## config.mk

```make
export PLATFORM = sky130hd
export DESIGN_NAME = x86_alu_flags_and_condition_unit
export DESIGN_NICKNAME = d
export VERILOG_FILES = /design/src/design/x86af_pkg.sv /design/src/design/x86af_exec.sv /design/src/design/x86_alu_flags_and_condition_unit.sv
export SDC_FILE = /design/constraint.sdc
export NUM_CORES = 1
export LEC_CHECK = 0
export BUFFER_PORTS_ARGS = -buffer_cell sky130_fd_sc_hd__buf_4
export CORE_ASPECT_RATIO = 2
export CORE_MARGIN = 1
export CORE_UTILIZATION = 48
export CTS_CLUSTER_SIZE = 10
export DETAILED_ROUTE_END_ITERATION = 7
export PLACE_DENSITY = 0.73
export SYNTH_ARGS = -nofsm -noshare
export SYNTH_HDL_FRONTEND = slang
export SYNTH_HIERARCHICAL = 1
export SYNTH_SLANG_ARGS = --single-unit
```

## constraint.sdc

```tcl
create_clock -name clock -period 7.2 [get_ports clock]
set_clock_uncertainty 0.05 [all_clocks]
set_input_delay 1.08 -clock clock [delete_from_list [all_inputs] [get_ports clock]]
set_output_delay 1.08 -clock clock [all_outputs]
set_load 0.005 [all_outputs]
```

## src/design/x86af_pkg.sv

```systemverilog
// Shared types and constants for the x86 ALU flags and condition unit.
`default_nettype none

package x86af_pkg;

   localparam int unsigned DataWidth   = 32;
   localparam int unsigned OpWidth     = 4;
   localparam int unsigned CountWidth  = 8;
   localparam int unsigned CondWidth   = 5;
   localparam int unsigned ShiftWidth  = 5;

   localparam logic [DataWidth-1:0] SignBit = 32'h8000_0000;

   typedef enum logic [OpWidth-1:0] {
      OP_SHL  = 4'd0,
      OP_SAR  = 4'd1,
      OP_SHR  = 4'd2,
      OP_MOV  = 4'd3,
      OP_ADD  = 4'd4,
      OP_SUB  = 4'd5,
      OP_CMP  = 4'd6,
      OP_AND  = 4'd7,
      OP_TEST = 4'd8,
      OP_OR   = 4'd9,
      OP_XOR  = 4'd10,
      OP_JCC  = 4'd11
   } op_type;

   typedef enum logic [CondWidth-1:0] {
      CC_NC   = 5'd0,
      CC_NO   = 5'd1,
      CC_NP   = 5'd2,
      CC_NS   = 5'd3,
      CC_NZ   = 5'd4,
      CC_C    = 5'd5,
      CC_O    = 5'd6,
      CC_P    = 5'd7,
      CC_S    = 5'd8,
      CC_Z    = 5'd9,
      CC_A    = 5'd10,
      CC_BE   = 5'd11,
      CC_G    = 5'd12,
      CC_LE   = 5'd13,
      CC_GE   = 5'd14,
      CC_L    = 5'd15,
      CC_CXZ  = 5'd16,
      CC_ECXZ = 5'd17
   } cond_type;

   typedef struct packed {
      logic pf;
      logic zf;
      logic sf;
      logic of;
      logic cf;
   } flags_type;

   typedef struct packed {
      logic [OpWidth-1:0]    op;
      logic [DataWidth-1:0]  dst_value;
      logic [DataWidth-1:0]  src_value;
      logic [CountWidth-1:0] shift_count;
      logic [CondWidth-1:0]  cond;
   } req_type;

   typedef struct packed {
      logic [DataWidth-1:0] result_value;
      logic                 writes_back;
      flags_type            flags;
      logic                 branch_taken;
   } rsp_type;

endpackage

`default_nettype wire

```

## src/design/x86af_exec.sv

```systemverilog
// Single-pass execute logic: shifter, adder, logic ops, flags and condition test.
`default_nettype none

module x86af_exec (
   input  x86af_pkg::req_type   req,
   input  x86af_pkg::flags_type flags_cur,
   output x86af_pkg::rsp_type   rsp
);
   import x86af_pkg::*;

   logic [ShiftWidth-1:0] cnt;
   logic [DataWidth:0]    shl_wide;
   logic [DataWidth:0]    shr_wide;
   logic [DataWidth:0]    sar_wide;
   logic [DataWidth:0]    sum;
   logic [DataWidth:0]    diff;
   logic [DataWidth-1:0]  and_r;
   logic [DataWidth-1:0]  r;
   logic                  cf;
   logic                  of;
   logic                  upd;
   logic                  wb;
   logic                  br;
   logic                  cnt_one;

   assign cnt      = req.shift_count[ShiftWidth-1:0];
   assign cnt_one  = (cnt == ShiftWidth'(1));
   assign shl_wide = {1'b0, req.dst_value} << cnt;
   assign shr_wide = {req.dst_value, 1'b0} >> cnt;
   assign sar_wide = $unsigned($signed({req.dst_value, 1'b0}) >>> cnt);
   assign sum      = {1'b0, req.dst_value} + {1'b0, req.src_value};
   assign diff     = {1'b0, req.dst_value} - {1'b0, req.src_value};
   assign and_r    = req.dst_value & req.src_value;

   always_comb begin
      unique case (cond_type'(req.cond))
         CC_NC:   br = !flags_cur.cf;
         CC_NO:   br = !flags_cur.of;
         CC_NP:   br = !flags_cur.pf;
         CC_NS:   br = !flags_cur.sf;
         CC_NZ:   br = !flags_cur.zf;
         CC_C:    br = flags_cur.cf;
         CC_O:    br = flags_cur.of;
         CC_P:    br = flags_cur.pf;
         CC_S:    br = flags_cur.sf;
         CC_Z:    br = flags_cur.zf;
         CC_A:    br = !flags_cur.cf && !flags_cur.zf;
         CC_BE:   br = flags_cur.cf || flags_cur.zf;
         CC_G:    br = !flags_cur.zf && (flags_cur.sf == flags_cur.of);
         CC_LE:   br = flags_cur.zf || (flags_cur.sf != flags_cur.of);
         CC_GE:   br = flags_cur.sf == flags_cur.of;
         CC_L:    br = flags_cur.sf != flags_cur.of;
         CC_CXZ:  br = (req.src_value[15:0] == 16'h0000);
         CC_ECXZ: br = (req.src_value == '0);
         default: br = 1'b0;
      endcase
   end

   always_comb begin
      r   = req.dst_value;
      wb  = 1'b0;
      cf  = flags_cur.cf;
      of  = flags_cur.of;
      upd = 1'b0;
      unique case (op_type'(req.op))
         OP_SHL: begin
            wb = 1'b1;
            if (cnt != '0) begin
               r   = shl_wide[DataWidth-1:0];
               cf  = shl_wide[DataWidth];
               upd = 1'b1;
               if (cnt_one) begin
                  of = shl_wide[DataWidth-1] ^ shl_wide[DataWidth];
               end
            end
         end
         OP_SAR: begin
            wb = 1'b1;
            if (cnt != '0) begin
               r   = sar_wide[DataWidth:1];
               cf  = sar_wide[0];
               upd = 1'b1;
               if (cnt_one) begin
                  of = 1'b0;
               end
            end
         end
         OP_SHR: begin
            wb = 1'b1;
            if (cnt != '0) begin
               r   = shr_wide[DataWidth:1];
               cf  = shr_wide[0];
               upd = 1'b1;
               if (cnt_one) begin
                  of = req.dst_value[DataWidth-1];
               end
            end
         end
         OP_MOV: begin
            r  = req.src_value;
            wb = 1'b1;
         end
         OP_ADD: begin
            r   = sum[DataWidth-1:0];
            wb  = 1'b1;
            cf  = sum[DataWidth];
            of  = |((req.dst_value ^ sum[DataWidth-1:0]) &
                    (req.src_value ^ sum[DataWidth-1:0]) & SignBit);
            upd = 1'b1;
         end
         OP_SUB, OP_CMP: begin
            if (op_type'(req.op) == OP_SUB) begin
               r  = diff[DataWidth-1:0];
               wb = 1'b1;
            end
            cf  = diff[DataWidth];
            of  = |((req.dst_value ^ req.src_value) &
                    (req.dst_value ^ diff[DataWidth-1:0]) & SignBit);
            upd = 1'b1;
         end
         OP_AND, OP_TEST: begin
            if (op_type'(req.op) == OP_AND) begin
               r  = and_r;
               wb = 1'b1;
            end
            cf  = 1'b0;
            of  = 1'b0;
            upd = 1'b1;
         end
         OP_OR: begin
            r   = req.dst_value | req.src_value;
            wb  = 1'b1;
            cf  = 1'b0;
            of  = 1'b0;
            upd = 1'b1;
         end
         OP_XOR: begin
            r   = req.dst_value ^ req.src_value;
            wb  = 1'b1;
            cf  = 1'b0;
            of  = 1'b0;
            upd = 1'b1;
         end
         default: begin
         end
      endcase
   end

   // flags come from the logic result for TEST and the difference for CMP
   logic [DataWidth-1:0] flag_src;

   always_comb begin
      unique case (op_type'(req.op))
         OP_CMP:  flag_src = diff[DataWidth-1:0];
         OP_TEST: flag_src = and_r;
         default: flag_src = r;
      endcase
   end

   always_comb begin
      rsp.result_value = r;
      rsp.writes_back  = wb;
      rsp.branch_taken = (op_type'(req.op) == OP_JCC) ? br : 1'b0;
      if (upd) begin
         rsp.flags.cf = cf;
         rsp.flags.of = of;
         rsp.flags.sf = flag_src[DataWidth-1];
         rsp.flags.zf = (flag_src == '0);
         rsp.flags.pf = ~^flag_src[7:0];
      end else begin
         rsp.flags = flags_cur;
      end
   end

endmodule

`default_nettype wire

```

## src/design/x86_alu_flags_and_condition_unit.sv

```systemverilog
// Top level: input register, execute logic, flag state and result register.
// A request is captured in the input register and its response in the result register;
// one item per cycle sustained while rsp_ready stays high, set by the single-pass
// execute logic and the flag register updated as each item leaves the input stage.
// Reset (synchronous, active high) empties both stages and clears all flags.
`default_nettype none

module x86_alu_flags_and_condition_unit (
   input  wire                                  clock,
   input  wire                                  reset,
   input  wire                                  req_valid,
   output logic                                 req_ready,
   input  wire  [x86af_pkg::OpWidth-1:0]        req_op,
   input  wire  [x86af_pkg::DataWidth-1:0]      req_dst_value,
   input  wire  [x86af_pkg::DataWidth-1:0]      req_src_value,
   input  wire  [x86af_pkg::CountWidth-1:0]     req_shift_count,
   input  wire  [x86af_pkg::CondWidth-1:0]      req_cond,
   output logic                                 rsp_valid,
   input  wire                                  rsp_ready,
   output logic [x86af_pkg::DataWidth-1:0]      rsp_result_value,
   output logic                                 rsp_writes_back,
   output logic                                 rsp_carry_flag,
   output logic                                 rsp_overflow_flag,
   output logic                                 rsp_sign_flag,
   output logic                                 rsp_zero_flag,
   output logic                                 rsp_parity_flag,
   output logic                                 rsp_branch_taken
);
   import x86af_pkg::*;

   logic      in_valid_ff;
   req_type   in_data_ff;
   logic      out_valid_ff;
   rsp_type   out_data_ff;
   flags_type flags_ff;
   rsp_type   exec_rsp;
   logic      advance;

   assign advance   = in_valid_ff && (!out_valid_ff || rsp_ready);
   assign req_ready = !in_valid_ff || advance;

   x86af_exec u_exec (
      .req       (in_data_ff),
      .flags_cur (flags_ff),
      .rsp       (exec_rsp)
   );

   always_ff @(posedge clock) begin
      if (reset) begin
         in_valid_ff  <= 1'b0;
         out_valid_ff <= 1'b0;
         flags_ff     <= '0;
      end else begin
         if (req_valid && req_ready) begin
            in_valid_ff <= 1'b1;
         end else if (advance) begin
            in_valid_ff <= 1'b0;
         end
         if (advance) begin
            out_valid_ff <= 1'b1;
            flags_ff     <= exec_rsp.flags;
         end else if (rsp_ready) begin
            out_valid_ff <= 1'b0;
         end
      end
   end

   always_ff @(posedge clock) begin
      if (req_valid && req_ready) begin
         in_data_ff.op          <= req_op;
         in_data_ff.dst_value   <= req_dst_value;
         in_data_ff.src_value   <= req_src_value;
         in_data_ff.shift_count <= req_shift_count;
         in_data_ff.cond        <= req_cond;
      end
      if (advance) begin
         out_data_ff <= exec_rsp;
      end
   end

   assign rsp_valid         = out_valid_ff;
   assign rsp_result_value  = out_data_ff.result_value;
   assign rsp_writes_back   = out_data_ff.writes_back;
   assign rsp_carry_flag    = out_data_ff.flags.cf;
   assign rsp_overflow_flag = out_data_ff.flags.of;
   assign rsp_sign_flag     = out_data_ff.flags.sf;
   assign rsp_zero_flag     = out_data_ff.flags.zf;
   assign rsp_parity_flag   = out_data_ff.flags.pf;
   assign rsp_branch_taken  = out_data_ff.branch_taken;

   // flag state only moves when an item passes into the result register
   a_flags_hold: assert property (@(posedge clock) disable iff (reset)
      (!advance) |=> $stable(flags_ff))
      else $error("flag state changed without an item advancing");

   // a pending response always carries the current flag state
   a_rsp_flags: assert property (@(posedge clock) disable iff (reset)
      rsp_valid |-> (out_data_ff.flags == flags_ff))
      else $error("response flags differ from flag state");

   // a taken condition never writes back
   a_branch_no_wb: assert property (@(posedge clock) disable iff (reset)
      (rsp_valid && rsp_branch_taken) |-> !rsp_writes_back)
      else $error("condition item marked for write-back");

   a_reset_flags: assert property (@(posedge clock)
      reset |=> (flags_ff == '0 && !rsp_valid))
      else $error("flags or response not cleared by reset");

endmodule

`default_nettype wire

```

==> impl_metrics.yaml, run 1 <==
floorplanning:
  rows: 93
  start_util_pct: 49.14
  io_pins: 126
  die_h_um: 259.4
  die_w_um: 130.7
global_routing:
  grt_overflow: 33
  globalRouteTotalUtil_pct: 64.93
  grt_pass1_wl_um: 155100
  grt_max_degree: 85
  grt_pass1_vias: 20560
placement:
  dp_hpwl_um: 72770
  gp_congestion: 1.156
  dpl-instance-area_mm2: 0.01766
  io_buffers: 122
run_status:
  stop_stage: "global routing (5_1_grt)"
  firstError: "[ERROR GRT-0116] Global routing finished with congestion. Check the congestion regions in the DRC Viewer."
  status: "aborted with a tool error"
cts:
  cts_buffers: 17
  clockBufferDepth: 2
  cts-root-buf: "clkbuf_16"
  cts.htree.levels: 4
  post_cts_buffers: 0
  cts_hold_buf: 0
  cts_resized: 0
yosys:
  syn-num-nets: 2183
  syn_avg_cell_area_um2: 7.980
  syn_inst: 1992
  netlist_area_mm2: 0.01590
  synth_warnings: 6
## metrics by stage
stage,hold slack [ns],util (%),worst slack [ns],cells
after floorplan,0.4216,-,1.350,1992
after global placement,0.4500,54.59,0.8626,2500
after detailed placement,0.4949,54.59,0.7256,2500
after CTS,0.5054,56.44,0.6911,2532
## metal layers
layer	GRT overflow	global-route usage [%]
met3	0	41.10
met1	0	67.03
met4	15	64.81
met2	18	85.51
met5	0	4.374
==> run 2, diff against run 1 <==
--- a/config.mk
+++ b/config.mk
@@ -6,12 +6,10 @@
 export NUM_CORES = 1
 export LEC_CHECK = 0
 export BUFFER_PORTS_ARGS = -buffer_cell sky130_fd_sc_hd__buf_4
-export CORE_ASPECT_RATIO = 2
 export CORE_MARGIN = 1
-export CORE_UTILIZATION = 48
-export CTS_CLUSTER_SIZE = 10
+export CORE_UTILIZATION = 33
 export DETAILED_ROUTE_END_ITERATION = 7
-export PLACE_DENSITY = 0.73
+export PLACE_DENSITY_LB_ADDON = 0.15
 export SYNTH_ARGS = -nofsm -noshare
 export SYNTH_HDL_FRONTEND = slang
 export SYNTH_HIERARCHICAL = 1
==> impl_metrics.yaml, run 2 <==
floorplanning:
  die_h_um: 221.5
  start_util_pct: 33.36
  io_pins: 126
  die_area_mm2: 0.04905
  core_area_mm2: 0.04765
  rows: 80
  die_w_um: 221.5
timing:
  slew_headroom_pct: 8.199
  fin_crit_sh_pct: 94.74
  finalSetupTns_ns: 0
  final_max_slew_viol_count: 0
  period_needed_ns: 6.821
  hold_viol_final: 0
  fmax_ghz: 0.1466
  worstMarginPinSlew_ns: 1.342
  rsz0062_at_grt: "false"
  setup_viol: 0
cts:
  clock_sinks: 124
  path_clk_slew_ns: 0.05
  cts_buffers: 17
  cts_resized: 0
  worst_skew_pair.late_latency_ns: 0.49
  post_cts_buffers: 0
  cts-root-buf: "clkbuf_16"
  cts_hold_buf: 0
  clockBufferDepth: 2
  cts.htree.levels: 4
  cts_tree: "yes"
run:
  drv_cap: 0
placement:
  dp_hpwl_um: 67960
  post-place-cells: 2688
  io_buffers: 122
  gp_congestion: 1.036
setup_path:
  reg2reg_slack_ns: 0.38
  crit_type: "flop to flop"
  crit_buf_inv: 2
  cp.arrival_ns: 7.18
  crit_path_max_incr_delay_ns: 0.89
  cp_top_family: "compound AO/OA/AOI/OAI gates"
  setup.worst_path.end_class: "flop"
  cpMaxStageDelayCell: "o311ai_1"
  crit_fanout: 11
  cp.required_ns: 7.56
  start_kind: "flop"
  crit_chain: "inv_1 -> ha_1 -> nor2_1 -> o311ai_1 -> and2_0 -> o311a_1 -> xnor2_1 -> o21ai_0 -> a221oi_1 -> ha_1 -> nand4_1 -> a211o_1 -> nor4b_1 -> o2111ai_1 -> nor4_1 -> nand4_1 -> or4_1 -> o22ai_1 -> buf_4 -> a32oi_1 -> o21ai_1 -> nand2b_1 -> mux2i_1"
pwr:
  seq_power_share_pct: 30.8
  switching_power_mw: 1.257
  powerDensity_mw_per_mm2: 163.6
  pwr-share-comb_pct: 42.6
  irDropWorstVdd_mv: 0.1736
  clock_power_share_pct: 26.6
  p_leak_nw: 7.163
  power.total_mw: 3.018
  p_int_mw: 1.761
  switching_share_pct: 41.66
routing:
  via_per_inst: 6.581
  wirelength_um: 86980
  dr_total_vias: 17910
  dr.pass1.iters: 8
  ant_nets: 0
  wl_per_cell_um: 31.96
  drt_drc_violations_left: 1
  drtIter0Drc: 2395
global_routing:
  globalRouteTotalUtil_pct: 34.78
  grt_overflow: 0
  grt_max_degree: 79
  grt_pass1_vias: 16860
  grt_pass1_wl_um: 122700
  antenna_found_initial: 2
yosys:
  netlist_area_mm2: 0.01590
  synth_warnings: 6
  syn_avg_cell_area_um2: 7.980
  syn_inst: 1992
  syn-num-nets: 2183
worst_hold_path:
  min_path_type: "flop to flop"
cells_and_area:
  largest-register: "in_data_ff"
  largest_reg_flops: 78
  mostFrequentLayoutCells: "240 x buf_4, 174 x nand2_1, 161 x nor2_1, 150 x a21oi_1, 120 x o21ai_0"
  layout-drive-gt1-share_pct: 17.01
  syn_to_final_growth_pct: 16.05
  layout.nets: 2283
  final_common_cell: "buf_4"
  final_cell_count_no_fill: 2722
run_status:
  status: "finished, violations left"
  violations: "design-rule violations"
==> run 2: per-layer routing <==
metal | routed length, um | global-route usage, % | vias to the layer above
met5 | 0 | 0 | -
met4 | 5400 | 20.97 | 0
met3 | 7498 | 6.467 | 205
met2 | 38250 | 53.01 | 1116
met1 | 35830 | 45.65 | 8769
li1 | - | - | 7823
==> run 2: power groups by stage <==
stage | logic (mW) | clock network (mW) | registers (mW)
6_report | 1.28 | 0.803 | 0.931
5_1_grt | 1.34 | 0.857 | 0.935
4_1_cts | 1.24 | 0.843 | 0.929
3_5_place_dp | 1.23 | 0 | 0.943
3_3_place_gp | 1.23 | 0 | 0.943
2_1_floorplan | 0.749 | 0 | 0.899
==> run 2: worst paths after layout <==
check / from / endpoint / cells past startpoint
setup / recovery: in_data_ff[45] / flags_ff[3] / 23
hold / removal: flags_ff[3] / flags_ff[3] / 2
hold reg to reg: flags_ff[3] / flags_ff[3] / 2
setup reg to reg: in_data_ff[45] / flags_ff[3] / 23
==> run 2: layout make-up <==
cell class                      count  area, um2
Antenna cell                        2      5.005
Clock buffer                       25      485.5
Clock inverter                      7      42.54
Fill cell                        4921      29200
Inverter                          115      431.7
Multi-Input combinational cell   1590      11180
Sequential cell                   124       3654
Tap cell                          615      769.5
Timing Repair Buffer              244       1882
==> run 2: metrics by stage <==
| step | hold WS [ns] | worst slack [ns] | util (%) | instance area (um2) |
|---|---|---|---|---|
| 2_1_floorplan | 0.4216 | 1.350 | - | 15900 |
| 4_1_cts | 0.4677 | 0.5681 | 38.71 | 18440 |
| 6_report | 0.4690 | 0.3788 | 38.72 | 18450 |
| 3_3_place_gp | 0.4515 | 0.7468 | 37.60 | 17910 |
| 5_1_grt | 0.4794 | 0.2224 | 38.71 | 18440 |
| 3_5_place_dp | 0.4569 | 0.6140 | 37.60 | 17910 |
==> run 2: tightest hold or removal path, delay by kind of cell, from the launching register on <==
kind,cells,cell delay [ns]
simple gates,1,0.08
flops,1,0.34
mux,1,0.05
Power figures use the tool's default switching activity.
